$ cat config.mk
export PLATFORM = sky130hd
export DESIGN_NAME = multichannel_incremental_pi_top
export DESIGN_NICKNAME = d
export VERILOG_FILES = /design/src/rtl/core/mip_pkg.sv /design/src/rtl/core/multichannel_incremental_pi_top.sv /design/src/rtl/core/mip_ram.sv
export SDC_FILE = /design/constraint.sdc
export NUM_CORES = 2
export LEC_CHECK = 0
export ABC_AREA = 1
export BUFFER_PORTS_ARGS = -buffer_cell sky130_fd_sc_hd__buf_2
export CAP_MARGIN = 20
export CORE_ASPECT_RATIO = 2
export CORE_MARGIN = 1
export CORE_UTILIZATION = 50
export DETAILED_ROUTE_END_ITERATION = 10
export PLACE_DENSITY_LB_ADDON = 0.12
export SYNTH_ARGS = -nofsm -noshare
export SYNTH_HDL_FRONTEND = slang
export SYNTH_SLANG_ARGS = --single-unit
$ cat constraint.sdc
create_clock -name clk -period 24.1 [get_ports clk]
set_input_delay 1.205 -clock clk [delete_from_list [all_inputs] [get_ports clk]]
set_output_delay 1.205 -clock clk [all_outputs]
set_load 0.02 [all_outputs]
$ cat src/rtl/core/mip_pkg.sv
`default_nettype none

package mip_pkg;

  // Number of channels that own stored drive and error state.
  localparam int CHANNELS = 6;
  localparam int CH_IDX_W = $clog2(CHANNELS);

  // Field widths.
  localparam int CH_W    = 3;
  localparam int SMP_W   = 16;
  localparam int GAIN_W  = 16;
  localparam int ERR_W   = 17;
  localparam int DRV_W   = 16;
  localparam int LIM_W   = 15;
  localparam int CFG_IDX_W = 2;

  // Register indexes of the configuration port.
  localparam logic [CFG_IDX_W-1:0] CFG_MAIN_LIMIT    = 2'd0;
  localparam logic [CFG_IDX_W-1:0] CFG_STEPPER_LIMIT = 2'd1;

  // Register reset values.
  localparam logic [LIM_W-1:0] MAIN_LIMIT_RST    = 15'd10000;
  localparam logic [LIM_W-1:0] STEPPER_LIMIT_RST = 15'd3900;

  // Channel numbers with a fixed role.
  localparam int LAST_PI_CH  = 3;
  localparam int STEP_NEG_CH = 4;
  localparam int STEP_POS_CH = 5;

  // Division by 256000 = 2048 * 125: shift by 11, then multiply by a
  // reciprocal of 125. The quotient of a 27-bit dividend is exact with
  // M = ceil(2^34 / 125), since 27 bits times the error of 66 stays below 2^34.
  localparam int PRE_SHIFT   = 11;
  localparam int DIVIDEND_W  = 27;
  localparam int RECIP_W     = 28;
  localparam int RECIP_SHIFT = 34;
  localparam logic [RECIP_W-1:0] RECIP_M = 28'd137438954;
  localparam int QUOT_W      = 21;

  // Control law of a channel.
  typedef enum logic [2:0] {
    MODE_PI,
    MODE_STEP_NEG,
    MODE_STEP_POS,
    MODE_HOLD,
    MODE_NONE
  } mode_t;

  // Map a channel number to its control law.
  function automatic mode_t decode_mode(input logic [CH_W-1:0] ch);
    mode_t m;
    if (int'(ch) >= CHANNELS) begin
      m = MODE_NONE;
    end else if (int'(ch) <= LAST_PI_CH) begin
      m = MODE_PI;
    end else if (int'(ch) == STEP_NEG_CH) begin
      m = MODE_STEP_NEG;
    end else if (int'(ch) == STEP_POS_CH) begin
      m = MODE_STEP_POS;
    end else begin
      m = MODE_HOLD;
    end
    return m;
  endfunction

endpackage

`default_nettype wire

$ cat src/rtl/core/multichannel_incremental_pi_top.sv
// Items pass registers s1 to s4 and then the output register. Throughput: one
// item per cycle while result_stall is low; the drive read-modify-write in the
// last stage forwards the most recent write, so a channel may repeat back to back.
// Reset (synchronous, rst high) clears the entry valid bits, so every stored drive
// and last error reads as zero, and sets the limits to 10000 and 3900.
// The stores get no clearing pass; the block accepts items right after reset.
`default_nettype none

module multichannel_incremental_pi_top (
  input  wire logic                               clk,
  input  wire logic                               rst,
  // Sample channel
  input  wire logic                               sample_valid,
  output logic                                    sample_stall,
  input  wire logic [mip_pkg::CH_W-1:0]           channel,
  input  wire logic signed [mip_pkg::SMP_W-1:0]   measured,
  input  wire logic signed [mip_pkg::SMP_W-1:0]   target,
  input  wire logic [mip_pkg::GAIN_W-1:0]         kp_gain,
  input  wire logic [mip_pkg::GAIN_W-1:0]         ki_gain,
  // Result channel
  output logic                                    result_valid,
  input  wire logic                               result_stall,
  output logic [mip_pkg::CH_W-1:0]                out_channel,
  output logic signed [mip_pkg::DRV_W-1:0]        drive,
  // Configuration channel
  input  wire logic                               cfg_valid,
  output logic                                    cfg_ready,
  input  wire logic [mip_pkg::CFG_IDX_W-1:0]      cfg_index,
  input  wire logic [mip_pkg::LIM_W-1:0]          cfg_data
);

  localparam int IW   = mip_pkg::CH_IDX_W;
  localparam int P1_W = 39;
  localparam int P2_W = 34;
  localparam int SUM_W = 40;
  localparam int PROD_W = mip_pkg::DIVIDEND_W + mip_pkg::RECIP_W;
  localparam int T_W  = mip_pkg::QUOT_W + 1;
  localparam int PRE_W = 24;

  typedef struct packed {
    logic [mip_pkg::CH_W-1:0]         ch;
    mip_pkg::mode_t                   mode;
    logic signed [mip_pkg::SMP_W-1:0] meas;
    logic signed [mip_pkg::SMP_W-1:0] targ;
    logic [mip_pkg::GAIN_W-1:0]       kp;
    logic [mip_pkg::GAIN_W-1:0]       ki;
  } s1_t;

  typedef struct packed {
    logic [mip_pkg::CH_W-1:0] ch;
    mip_pkg::mode_t           mode;
    logic signed [P1_W-1:0]   p1;
    logic signed [P2_W-1:0]   p2;
  } s2_t;

  typedef struct packed {
    logic [mip_pkg::CH_W-1:0]       ch;
    mip_pkg::mode_t                 mode;
    logic                           neg;
    logic [mip_pkg::DIVIDEND_W-1:0] m;
  } s3_t;

  typedef struct packed {
    logic [mip_pkg::CH_W-1:0]   ch;
    mip_pkg::mode_t             mode;
    logic                       neg;
    logic [mip_pkg::QUOT_W-1:0] q;
  } s4_t;

  // Configuration registers; writes are always taken.
  logic [mip_pkg::LIM_W-1:0] main_limit;
  logic [mip_pkg::LIM_W-1:0] stepper_limit;

  assign cfg_ready = 1'b1;

  always_ff @(posedge clk) begin
    if (rst) begin
      main_limit    <= mip_pkg::MAIN_LIMIT_RST;
      stepper_limit <= mip_pkg::STEPPER_LIMIT_RST;
    end else if (cfg_valid && cfg_ready) begin
      case (cfg_index)
        mip_pkg::CFG_MAIN_LIMIT:    main_limit    <= cfg_data;
        mip_pkg::CFG_STEPPER_LIMIT: stepper_limit <= cfg_data;
        default: ;
      endcase
    end
  end

  // Pipeline occupancy and the ready chain from the output register back.
  logic s1_v, s2_v, s3_v, s4_v;
  logic rdy1, rdy2, rdy3, rdy4, rdy5;

  assign rdy5 = !result_valid || !result_stall;
  assign rdy4 = !s4_v || rdy5;
  assign rdy3 = !s3_v || rdy4;
  assign rdy2 = !s2_v || rdy3;
  assign rdy1 = !s1_v || rdy2;
  assign sample_stall = !rdy1;

  always_ff @(posedge clk) begin
    if (rst) begin
      s1_v         <= 1'b0;
      s2_v         <= 1'b0;
      s3_v         <= 1'b0;
      s4_v         <= 1'b0;
      result_valid <= 1'b0;
    end else begin
      if (rdy1) s1_v <= sample_valid;
      if (rdy2) s2_v <= s1_v;
      if (rdy3) s3_v <= s2_v;
      if (rdy4) s4_v <= s3_v;
      if (rdy5) result_valid <= s4_v;
    end
  end

  // Stage 1: take the item and read the channel's last error.
  s1_t            s1;
  mip_pkg::mode_t in_mode;
  logic           le_rd_en;
  logic [mip_pkg::ERR_W-1:0] le_rd;
  logic           le_rd_ok;
  logic [mip_pkg::CHANNELS-1:0] le_ok;

  assign in_mode  = mip_pkg::decode_mode(channel);
  assign le_rd_en = rdy1 && sample_valid && (in_mode != mip_pkg::MODE_NONE);

  always_ff @(posedge clk) begin
    if (rdy1) begin
      s1.ch   <= channel;
      s1.mode <= in_mode;
      s1.meas <= measured;
      s1.targ <= target;
      s1.kp   <= kp_gain;
      s1.ki   <= ki_gain;
    end
  end

  always_ff @(posedge clk) begin
    if (rst) begin
      le_rd_ok <= 1'b0;
    end else if (rdy1) begin
      le_rd_ok <= le_rd_en ? le_ok[channel[IW-1:0]] : 1'b0;
    end
  end

  // Last-error forwarding: the most recent write wins over the RAM read.
  logic                      le_we;
  logic                      le_fwd_v;
  logic [mip_pkg::CH_W-1:0]  le_fwd_ch;
  logic signed [mip_pkg::ERR_W-1:0] le_fwd_val;
  logic signed [mip_pkg::ERR_W-1:0] err;
  logic signed [mip_pkg::ERR_W-1:0] last_err;
  logic signed [mip_pkg::ERR_W:0]   de;
  logic [19:0]                      kp10;

  assign le_we = s1_v && rdy2 && (s1.mode != mip_pkg::MODE_NONE);

  always_comb begin
    err = mip_pkg::ERR_W'(s1.meas) - mip_pkg::ERR_W'(s1.targ);
    if (le_fwd_v && le_fwd_ch == s1.ch) begin
      last_err = le_fwd_val;
    end else if (le_rd_ok) begin
      last_err = $signed(le_rd);
    end else begin
      last_err = '0;
    end
    de = (mip_pkg::ERR_W + 1)'(err) - (mip_pkg::ERR_W + 1)'(last_err);
    // Ten times kp, only used by the PI channels.
    if (s1.mode == mip_pkg::MODE_PI) begin
      kp10 = {1'b0, s1.kp, 3'b000} + {3'b000, s1.kp, 1'b0};
    end else begin
      kp10 = '0;
    end
  end

  mip_ram #(
    .WIDTH (mip_pkg::ERR_W),
    .DEPTH (mip_pkg::CHANNELS)
  ) u_last_err_ram (
    .clk     (clk),
    .rd_en   (le_rd_en),
    .rd_addr (channel[IW-1:0]),
    .rd_data (le_rd),
    .wr_en   (le_we),
    .wr_addr (s1.ch[IW-1:0]),
    .wr_data (err)
  );

  always_ff @(posedge clk) begin
    if (rst) begin
      le_ok    <= '0;
      le_fwd_v <= 1'b0;
    end else if (le_we) begin
      le_ok[s1.ch[IW-1:0]] <= 1'b1;
      le_fwd_v <= 1'b1;
    end
  end

  always_ff @(posedge clk) begin
    if (le_we) begin
      le_fwd_ch  <= s1.ch;
      le_fwd_val <= err;
    end
  end

  // Stage 1 products: 10*kp*de and ki*err.
  s2_t s2;

  always_ff @(posedge clk) begin
    if (rdy2) begin
      s2.ch   <= s1.ch;
      s2.mode <= s1.mode;
      s2.p1   <= $signed({1'b0, kp10}) * de;
      s2.p2   <= $signed({1'b0, s1.ki}) * err;
    end
  end

  // Stage 2: sum, magnitude and the shift by 2048.
  s3_t s3;
  logic signed [SUM_W-1:0] sum;
  logic [SUM_W-1:0]        mag;

  always_comb begin
    sum = SUM_W'(s2.p1) + SUM_W'(s2.p2);
    mag = sum[SUM_W-1] ? 0 - sum : sum;
  end

  always_ff @(posedge clk) begin
    if (rdy3) begin
      s3.ch   <= s2.ch;
      s3.mode <= s2.mode;
      s3.neg  <= sum[SUM_W-1];
      s3.m    <= mip_pkg::DIVIDEND_W'(mag >> mip_pkg::PRE_SHIFT);
    end
  end

  // Stage 3: divide by 125 through the reciprocal; issue the drive read.
  s4_t s4;
  logic [PROD_W-1:0] prod;
  logic              drv_rd_en;

  assign prod      = s3.m * mip_pkg::RECIP_M;
  assign drv_rd_en = rdy4 && s3_v && (s3.mode != mip_pkg::MODE_NONE);

  always_ff @(posedge clk) begin
    if (rdy4) begin
      s4.ch   <= s3.ch;
      s4.mode <= s3.mode;
      s4.neg  <= s3.neg;
      s4.q    <= mip_pkg::QUOT_W'(prod >> mip_pkg::RECIP_SHIFT);
    end
  end

  logic [mip_pkg::DRV_W-1:0]    drv_rd;
  logic                         drv_rd_ok;
  logic [mip_pkg::CHANNELS-1:0] drv_ok;

  always_ff @(posedge clk) begin
    if (rst) begin
      drv_rd_ok <= 1'b0;
    end else if (rdy4) begin
      drv_rd_ok <= drv_rd_en ? drv_ok[s3.ch[IW-1:0]] : 1'b0;
    end
  end

  // Stage 4: apply the increment (to the stored drive on PI channels) and clamp.
  logic                             drv_we;
  logic                             drv_fwd_v;
  logic [mip_pkg::CH_W-1:0]         drv_fwd_ch;
  logic signed [mip_pkg::DRV_W-1:0] drv_fwd_val;
  logic signed [mip_pkg::DRV_W-1:0] drv_old;
  logic signed [T_W-1:0]            tq;
  logic signed [T_W-1:0]            t;
  logic signed [PRE_W-1:0]          pre;
  logic signed [PRE_W-1:0]          lim_w;
  logic signed [PRE_W-1:0]          neg_lim;
  logic signed [mip_pkg::DRV_W-1:0] drv_new;

  assign drv_we = s4_v && rdy5 && (s4.mode != mip_pkg::MODE_NONE);

  always_comb begin
    if (drv_fwd_v && drv_fwd_ch == s4.ch) begin
      drv_old = drv_fwd_val;
    end else if (drv_rd_ok) begin
      drv_old = $signed(drv_rd);
    end else begin
      drv_old = '0;
    end
    tq = $signed({1'b0, s4.q});
    t  = s4.neg ? -tq : tq;
    case (s4.mode)
      mip_pkg::MODE_PI:       pre = PRE_W'(drv_old) - PRE_W'(t);
      mip_pkg::MODE_STEP_NEG: pre = -PRE_W'(t);
      mip_pkg::MODE_STEP_POS: pre = PRE_W'(t);
      mip_pkg::MODE_HOLD:     pre = PRE_W'(drv_old);
      default:                pre = '0;
    endcase
    if (s4.mode == mip_pkg::MODE_PI) begin
      lim_w = $signed({{(PRE_W - mip_pkg::LIM_W){1'b0}}, main_limit});
    end else begin
      lim_w = $signed({{(PRE_W - mip_pkg::LIM_W){1'b0}}, stepper_limit});
    end
    neg_lim = -lim_w;
    if (pre > lim_w) begin
      drv_new = lim_w[mip_pkg::DRV_W-1:0];
    end else if (pre < neg_lim) begin
      drv_new = neg_lim[mip_pkg::DRV_W-1:0];
    end else begin
      drv_new = pre[mip_pkg::DRV_W-1:0];
    end
  end

  mip_ram #(
    .WIDTH (mip_pkg::DRV_W),
    .DEPTH (mip_pkg::CHANNELS)
  ) u_drive_ram (
    .clk     (clk),
    .rd_en   (drv_rd_en),
    .rd_addr (s3.ch[IW-1:0]),
    .rd_data (drv_rd),
    .wr_en   (drv_we),
    .wr_addr (s4.ch[IW-1:0]),
    .wr_data (drv_new)
  );

  always_ff @(posedge clk) begin
    if (rst) begin
      drv_ok    <= '0;
      drv_fwd_v <= 1'b0;
    end else if (drv_we) begin
      drv_ok[s4.ch[IW-1:0]] <= 1'b1;
      drv_fwd_v <= 1'b1;
    end
  end

  always_ff @(posedge clk) begin
    if (drv_we) begin
      drv_fwd_ch  <= s4.ch;
      drv_fwd_val <= drv_new;
    end
  end

  // Output register.
  always_ff @(posedge clk) begin
    if (rdy5) begin
      out_channel <= s4.ch;
      drive       <= drv_new;
    end
  end

`ifndef SYNTHESIS
  // A stalled input means every stage holds an item.
  a_stall_full: assert property (@(posedge clk) disable iff (rst)
    sample_stall |-> (s1_v && s2_v && s3_v && s4_v && result_valid))
    else $error("input stalled while the pipeline has a free stage");

  // The drive written back is the drive that is presented next.
  a_wb_matches_out: assert property (@(posedge clk) disable iff (rst)
    drv_we |=> (result_valid && drive == $past(drv_new)))
    else $error("stored drive differs from the presented drive");

  // A PI channel's stored drive lies within the main limit.
  a_pi_clamp: assert property (@(posedge clk) disable iff (rst)
    (drv_we && s4.mode == mip_pkg::MODE_PI) |->
      ($signed(PRE_W'(drv_new)) <= lim_w && $signed(PRE_W'(drv_new)) >= neg_lim))
    else $error("PI drive outside the main limit");

  // No result in the first cycle after reset is released.
  a_reset_empty: assert property (@(posedge clk)
    ($past(rst) && !rst) |-> !result_valid)
    else $error("result valid right after reset");
`endif

endmodule

`default_nettype wire

$ cat src/rtl/core/mip_ram.sv
`default_nettype none

// Simple dual-port RAM: one write port, one registered read port.
module mip_ram #(
  parameter int WIDTH = 16,
  parameter int DEPTH = 6
) (
  input  wire logic                     clk,
  input  wire logic                     rd_en,
  input  wire logic [$clog2(DEPTH)-1:0] rd_addr,
  output logic      [WIDTH-1:0]         rd_data,
  input  wire logic                     wr_en,
  input  wire logic [$clog2(DEPTH)-1:0] wr_addr,
  input  wire logic [WIDTH-1:0]         wr_data
);

  logic [WIDTH-1:0] mem [DEPTH];

  always_ff @(posedge clk) begin
    if (wr_en) begin
      mem[wr_addr] <= wr_data;
    end
  end

  always_ff @(posedge clk) begin
    if (rd_en) begin
      rd_data <= mem[rd_addr];
    end
  end

endmodule

`default_nettype wire
======== Yosys cells after proc, flatten, opt, wreduce, memory -nomap -nowiden ========
Memories as Yosys holds them, arrays and structs flattened. A register that Yosys moved wholly into a read port is not among the register bits.
Cells that the tools add are included.
storage, ports and cells
  bits in registers ....................... 320
  latch bits .............................. 0
  RAM bits ................................ 198
  bits in read-only memories .............. 0
  output and inout port bits .............. 22
  word-level logic and storage cells ...... 133
  memories ................................ 2
operators by class
  add/subtract/negate cells ............... 9
  multiply operators ...................... 3
  divide/modulo/power cells ............... 0
  $lt $le $gt $ge ......................... 10
  eq/ne operators ......................... 12
  shift-type cells ........................ 0
  mux-type cells .......................... 29
  bitwise operators ....................... 2
  reduce and logical (&&, ||, !) cells .... 29
memory list
  name                words  width  read ports  clocked after memory_dff  wr ports  line           source
  u_last_err_ram.mem  6      17     1           1                         1         mip_ram.sv:17  logic [WIDTH-1:0] mem [DEPTH];
  u_drive_ram.mem     6      16     1           1                         1         mip_ram.sv:17
operators with widths
  kind                      number
  $pmux W24 S4              1
  $mux W16                  4
  $mul A27 B27 Y54 const B  1
  $add A39 B34 Y40          1
  $mul A21 B18 Y39          1
  $mux W38                  1
  $sub A1 B38 Y38 const A   1
  $mul A17 B17 Y34          1
  $mux W17                  2
  $gt A24 B24 Y1            1
  $lt A24 B24 Y1            1
  $neg A22 Y24              1
  $neg A24 Y24              1
  $sub A16 B22 Y23          1
  $mux W22                  1
  $neg A21 Y22              1
  $add A19 B17 Y20          1
  $mux W20                  1
  $sub A17 B17 Y18          1
  $sub A16 B16 Y17          1
  $lt A3 B4 Y1 const B      4
  $mux W15                  1
  $logic_and A1 B1 Y1       12
  $ne A3 B3 Y1 const B      4
  other kinds (19)          49

======== Longest topological paths before layout ========
  depth after elaboration ................. 9
  depth in mapped cells ................... 55

======== Modules after synthesis ========
A second synthesis with hierarchy kept.
second synthesis, totals
  cell total of the unflattened synthesis .. 7188
  area, all modules ....................... 62003.2 µm²
modules (own cells, without submodules)
  module                           instances  cells each  area each (µm²)  sequential area each (µm²)
  multichannel_incremental_pi_top  1          6527        53120.9          9068.7
  mip_ram (u_last_err_ram)         1          340         4623.2           3573.4
  mip_ram (u_drive_ram)            1          321         4259.1           3363.2

======== Worst setup path before layout ========
No wires, ideal clock.
  kind .................................... register -> register
  start point ............................. register s1[50] in the netlist's numbering
  end point ............................... register s2[68] in the netlist's numbering (data pin)
  setup time .............................. 0.265 ns
  arrival ................................. 8.777 ns
  required time ........................... 23.835 ns
  setup slack ............................. 15.058 ns
  cell stages (with the launch flop) ...... 52
  buffers on the path ..................... 2
  cells stage by stage .................... edfxtp_1 -> ha_1 -> a21oi_1 -> nand2_1 -> a21oi_1 -> o21ai_0 -> a21oi_1 -> o21bai_1 -> nand2_1 -> nand2_1 -> a21oi_1 -> inv_1 -> or2_2 -> nand2_1 -> inv_1 -> buf_1 -> ha_1 -> inv_1 -> [16 not listed] -> inv_1 -> fa_1 -> inv_1 -> fa_1 -> fa_1 -> fa_1 -> inv_1 -> fa_1 -> inv_1 -> ha_1 -> nand2_1 -> inv_1 -> a21oi_1 -> a21boi_0 -> o21ai_0 -> a31oi_1 -> o21ai_0 -> xor2_1
on the way
  word-level cells in the longest chain between the ends .. 3
ends and longest elaborated chain
  what              line                                    source
  start, declared   multichannel_incremental_pi_top.sv:117  s1_t s1;
  $sub A16 B16 Y17  multichannel_incremental_pi_top.sv:159  err = mip_pkg::ERR_W'(s1.meas) - mip_pkg::ERR_W'(s1.targ);
  via err, one bit  multichannel_incremental_pi_top.sv:151  logic signed [mip_pkg::ERR_W-1:0] err;
  $sub A17 B17 Y18  multichannel_incremental_pi_top.sv:167  de = (mip_pkg::ERR_W + 1)'(err) - (mip_pkg::ERR_W + 1)'(last_err);
  $mul A21 B18 Y39  multichannel_incremental_pi_top.sv:213  s2.p1 <= $signed({1'b0, kp10}) * de;
  end, declared     multichannel_incremental_pi_top.sv:207  s2_t s2;
The timed path passes the listed nets, and every way through them passes these cells.
A chain may end at the register's enable or synchronous reset.

======== Worst setup path in the final report ========
  start point ............................. register s1[48] in the netlist's numbering
  end point ............................... register s2[68] in the netlist's numbering (data pin)
on the way
  word-level cells in the longest chain between the ends .. 3
ends and longest elaborated chain
  what              line
  $sub A16 B16 Y17  multichannel_incremental_pi_top.sv:159
  $sub A17 B17 Y18  multichannel_incremental_pi_top.sv:167
  $mul A21 B18 Y39  multichannel_incremental_pi_top.sv:213
No other way between the ends.

==> run_results.csv <==
group,metric,value,unit
sta,skew,0.0413,ns
synth,synth_fa_ha_area_share,37.5,%
synth,synth_compound_area_share,7.96,%
sta,maxSlewHeadroom,28.8,%
job,cap_violations,0,
routing,met1_length,60100,µm
placement,gp_routability_congestion,1.01,
clock_tree,post_cts_resized,0,
routing,wl_met2,111000,µm
hold_path,hp-start,"s2[75]",
synth,synthSimpleGateAreaFrac,15.9,%
routing,drtIter0Drc,2531,
sta,rsz0062_at_grt,"no",
routing,wl_met3,7160,µm
finish,final_cells,8691,
synth,synth_mux_area_share,0,%
worst_setup_path,critPathKind,"flip-flop to flip-flop",
clock_tree,clkLatencyLatePin,0.68,ns
sta,hold_violations,0,
clock_tree,root_buffer,"clkbuf_16",
sta,maxSlewViolCount,0,
clock_tree,cts_htree_levels,2,
grt,antenna_found_initial,7,
worst_setup_path,r2r_setup_slack,13.44,ns
die,initial_core_util,50.4,%
worst_setup_path,worstReg2RegStart,"s1[48]",
synth,synth.cell_area,61300,µm²
routing,drc_errors,0,
synth,netlist.area_leader.share,24.5,%
die,io_pins,111,
clock_tree,clkSlewWorstSetupHoldPaths,0.07,ns
sta,final-setup-viol-count,0,
synth,post_synth.cell_area_avg,8.77,µm²
worst_setup_path,crit_path_max_fanout,22,
worst_setup_path,crit_path_end_kind,"flip-flop",
worst_setup_path,endpoint,"s2[68]",
clock_tree,cts_tree,"yes",
placement,place_hpwl,169000,µm
routing,wl,202000,µm
grt,grtUsageTotal,33.0,%
worst_setup_path,cp_data_required_time,24.53,ns
synth,syn_nets,8483,
synth,ys.flop_type,"edfxtp_1",
grt,grt_pass1_vias,51300,
sta,finalCritPeriodShare,44.2,%
worst_setup_path,critical_path_buf_inv_count,12,
die,fp-row-count,181,
routing,wl_per_cell,23.3,µm
finish,fill_cells,11400,
die,fp.dieArea,124000,µm²
die,design.core.area,122000,µm²
clock_tree,hold_buffers,0,
run_status,status,"finished clean",
worst_setup_path,timing.rr.end,"s2[68]",
grt,grt_max_degree,59,
synth,synth_top_area_cell,"edfxtp_1",
worst_setup_path,critical_path_arrival,11.09,ns
synth,synth_warnings,0,
synth,yosysSeqAreaShare,26.1,%
routing,dr.pass1.iters,7,
sta,setup-tns-final,0,ns
placement,placed_cells,8583,
routing,dr_total_vias,48000,
synth,synth_xor_area_share,2.30,%
sta,min_period,10.66,ns
grt,grt_pass1_wl,301000,µm
synth,synth-async-reset-ratio,0,%
sta,tightestPinTransition,1.07,ns
clock_tree,clock_sinks,550,
synth,synth_top_family_by_area,"adder cells",
synth,synth-edff-count,499,
synth,synth_cell_types,63,
synth,ys_ff_latch,550,
worst_setup_path,cpMostUsedCell,"inv_1",
clock_tree,cts-buffers-inserted,54,
placement,port_buffers,109,
synth,synth_top_cells_by_count,"1491 x inv_1, 1280 x nand2_1, 712 x fa_1",
worst_setup_path,startpoint_type,"flip-flop",
sta,max_freq,0.0938,GHz
routing,post_drt_via_cell_ratio,5.52,
clock_tree,clk_path_buf_depth,3,
hold_path,holdCritPathClass,"flip-flop to flip-flop",
worst_setup_path,cpLargestDelayFamily,"adder cells",
worst_setup_path,cp_slowest_stage_delay,0.51,ns
worst_setup_path,cpMaxStageDelayCell,"fa_1",
die,die_w,250,µm
grt,overflow,0,
worst_setup_path,r2r_cells,50,
finish,drive_gt1_share,5.79,%
finish,area_delta_synth_final,7.32,%
worst_setup_path,crit_path_start,"s1[48]",
die,die_height,497,µm
routing,top_layer_used,"met5",
synth,synthTopCellsByArea,"edfxtp_1 24%, fa_1 23%, ha_1 14%",
finish,nNetsFinal,8584,
routing,antenna_left,0,
sta,hold-worst-slack,0.427,ns
synth,yosysMostFrequentCell,"inv_1",
worst_setup_path,cp_num_cells,50,
clock_tree,post_cts_buffers,0,
synth,syn-instance-count,6987,
-- state kept, by name (all words and copies together) (netlist names), 17 cells and up --
name	flops
u_last_err_ram.mem	102
u_drive_ram.mem	96
s2	78
s1	70
s3	34
s4	28
le_fwd_val	17
u_last_err_ram.rd_data	17
-- layer usage --
layer | vias to the layer above | track usage [%]
met5 | - | 0
met2 | 1472 | 63.7
li1 | 22400 | -
met4 | 6 | 32.4
met3 | 743 | 3.46
met1 | 23400 | 28.6
-- worst register-to-register path: cells and delay by family, from the launching register on --
| family | cells | cell delay (ns) |
|---|---|---|
| fa+ha+maj | 10 | 4.05 |
| compound gates | 12 | 2.52 |
| simple gates | 15 | 2.03 |
| buf+inv | 12 | 1.29 |
| flops | 1 | 0.36 |
| xor+xnor | 1 | 0.15 |
-- per-stage QoR --
step	cell area (µm²)	worst slack [ns]	util, %
global placement	63900	13.45	52.5
detailed placement	63900	13.43	52.5
finish	65800	13.44	54.1
floorplan	61300	15.06	-
CTS	65700	13.40	54.0
global route	65800	12.64	54.1
-- kinds of logic after synthesis --
| group | Yosys count |
|---|---|
| AO/OA/AOI/OAI | 844 |
| XOR/XNOR | 159 |
| adder cells (fa/ha/maj) | 1407 |
| buffers and inverters | 1661 |
| flip-flops | 550 |
| other | 1 |
| AND/OR/NAND/NOR | 2365 |
-- how the worst min path moves through the flow --
stage / endpoint / slack [ns] / cells past startpoint
3_3_place_gp: s3[30] / 0.40 / 0
3_5_place_dp: s3[30] / 0.41 / 0
6_report: s3[30] / 0.43 / 0
2_1_floorplan: s3[28] / 0.40 / 0
5_1_grt: s3[28] / 0.43 / 0
4_1_cts: s3[30] / 0.43 / 0
-- placed cells by master, fill, tap and decap left out, drive strengths merged, types with 10 or more instances in the layout --
| cell type | netlist | layout |
|---|---|---|
| a211oi | 12 | 12 |
| a21boi | 10 | 10 |
| a21oi | 335 | 335 |
| a31oi | 32 | 32 |
| a32o | 34 | 34 |
| buf | 33 | 192 |
| clkbuf | 114 | 61 |
| clkinv | 11 | 36 |
| dfxtp | 51 | 51 |
| edfxtp | 499 | 499 |
| fa | 712 | 712 |
| ha | 695 | 695 |
| inv | 1503 | 1506 |
| nand2 | 1296 | 1296 |
| nand3 | 215 | 215 |
| nand4 | 52 | 52 |
| nor2 | 668 | 668 |
| nor3 | 54 | 54 |
| nor4 | 16 | 16 |
| o2111ai | 11 | 11 |
| o211ai | 22 | 22 |
| o21a | 22 | 22 |
| o21ai | 277 | 277 |
| o21bai | 11 | 11 |
| o22ai | 35 | 35 |
| or2 | 48 | 48 |
| xnor2 | 45 | 45 |
| xor2 | 114 | 114 |
-- layout make-up --
cell class              count  area [µm²]  area share [%]
multi-input cells        4776       39100            59.4
flip-flops and latches    550       16000            24.3
inverters                1514        5690            8.65
well taps                1555        1950            2.96
clock buffers              61        1400            2.13
repair buffers            192        1220            1.85
clock inverters            38         409           0.622
diodes                      5        12.5          0.0190
Power is not shown: default switching activity piles up to over one toggle a cycle in this logic, so the estimate is an artifact.
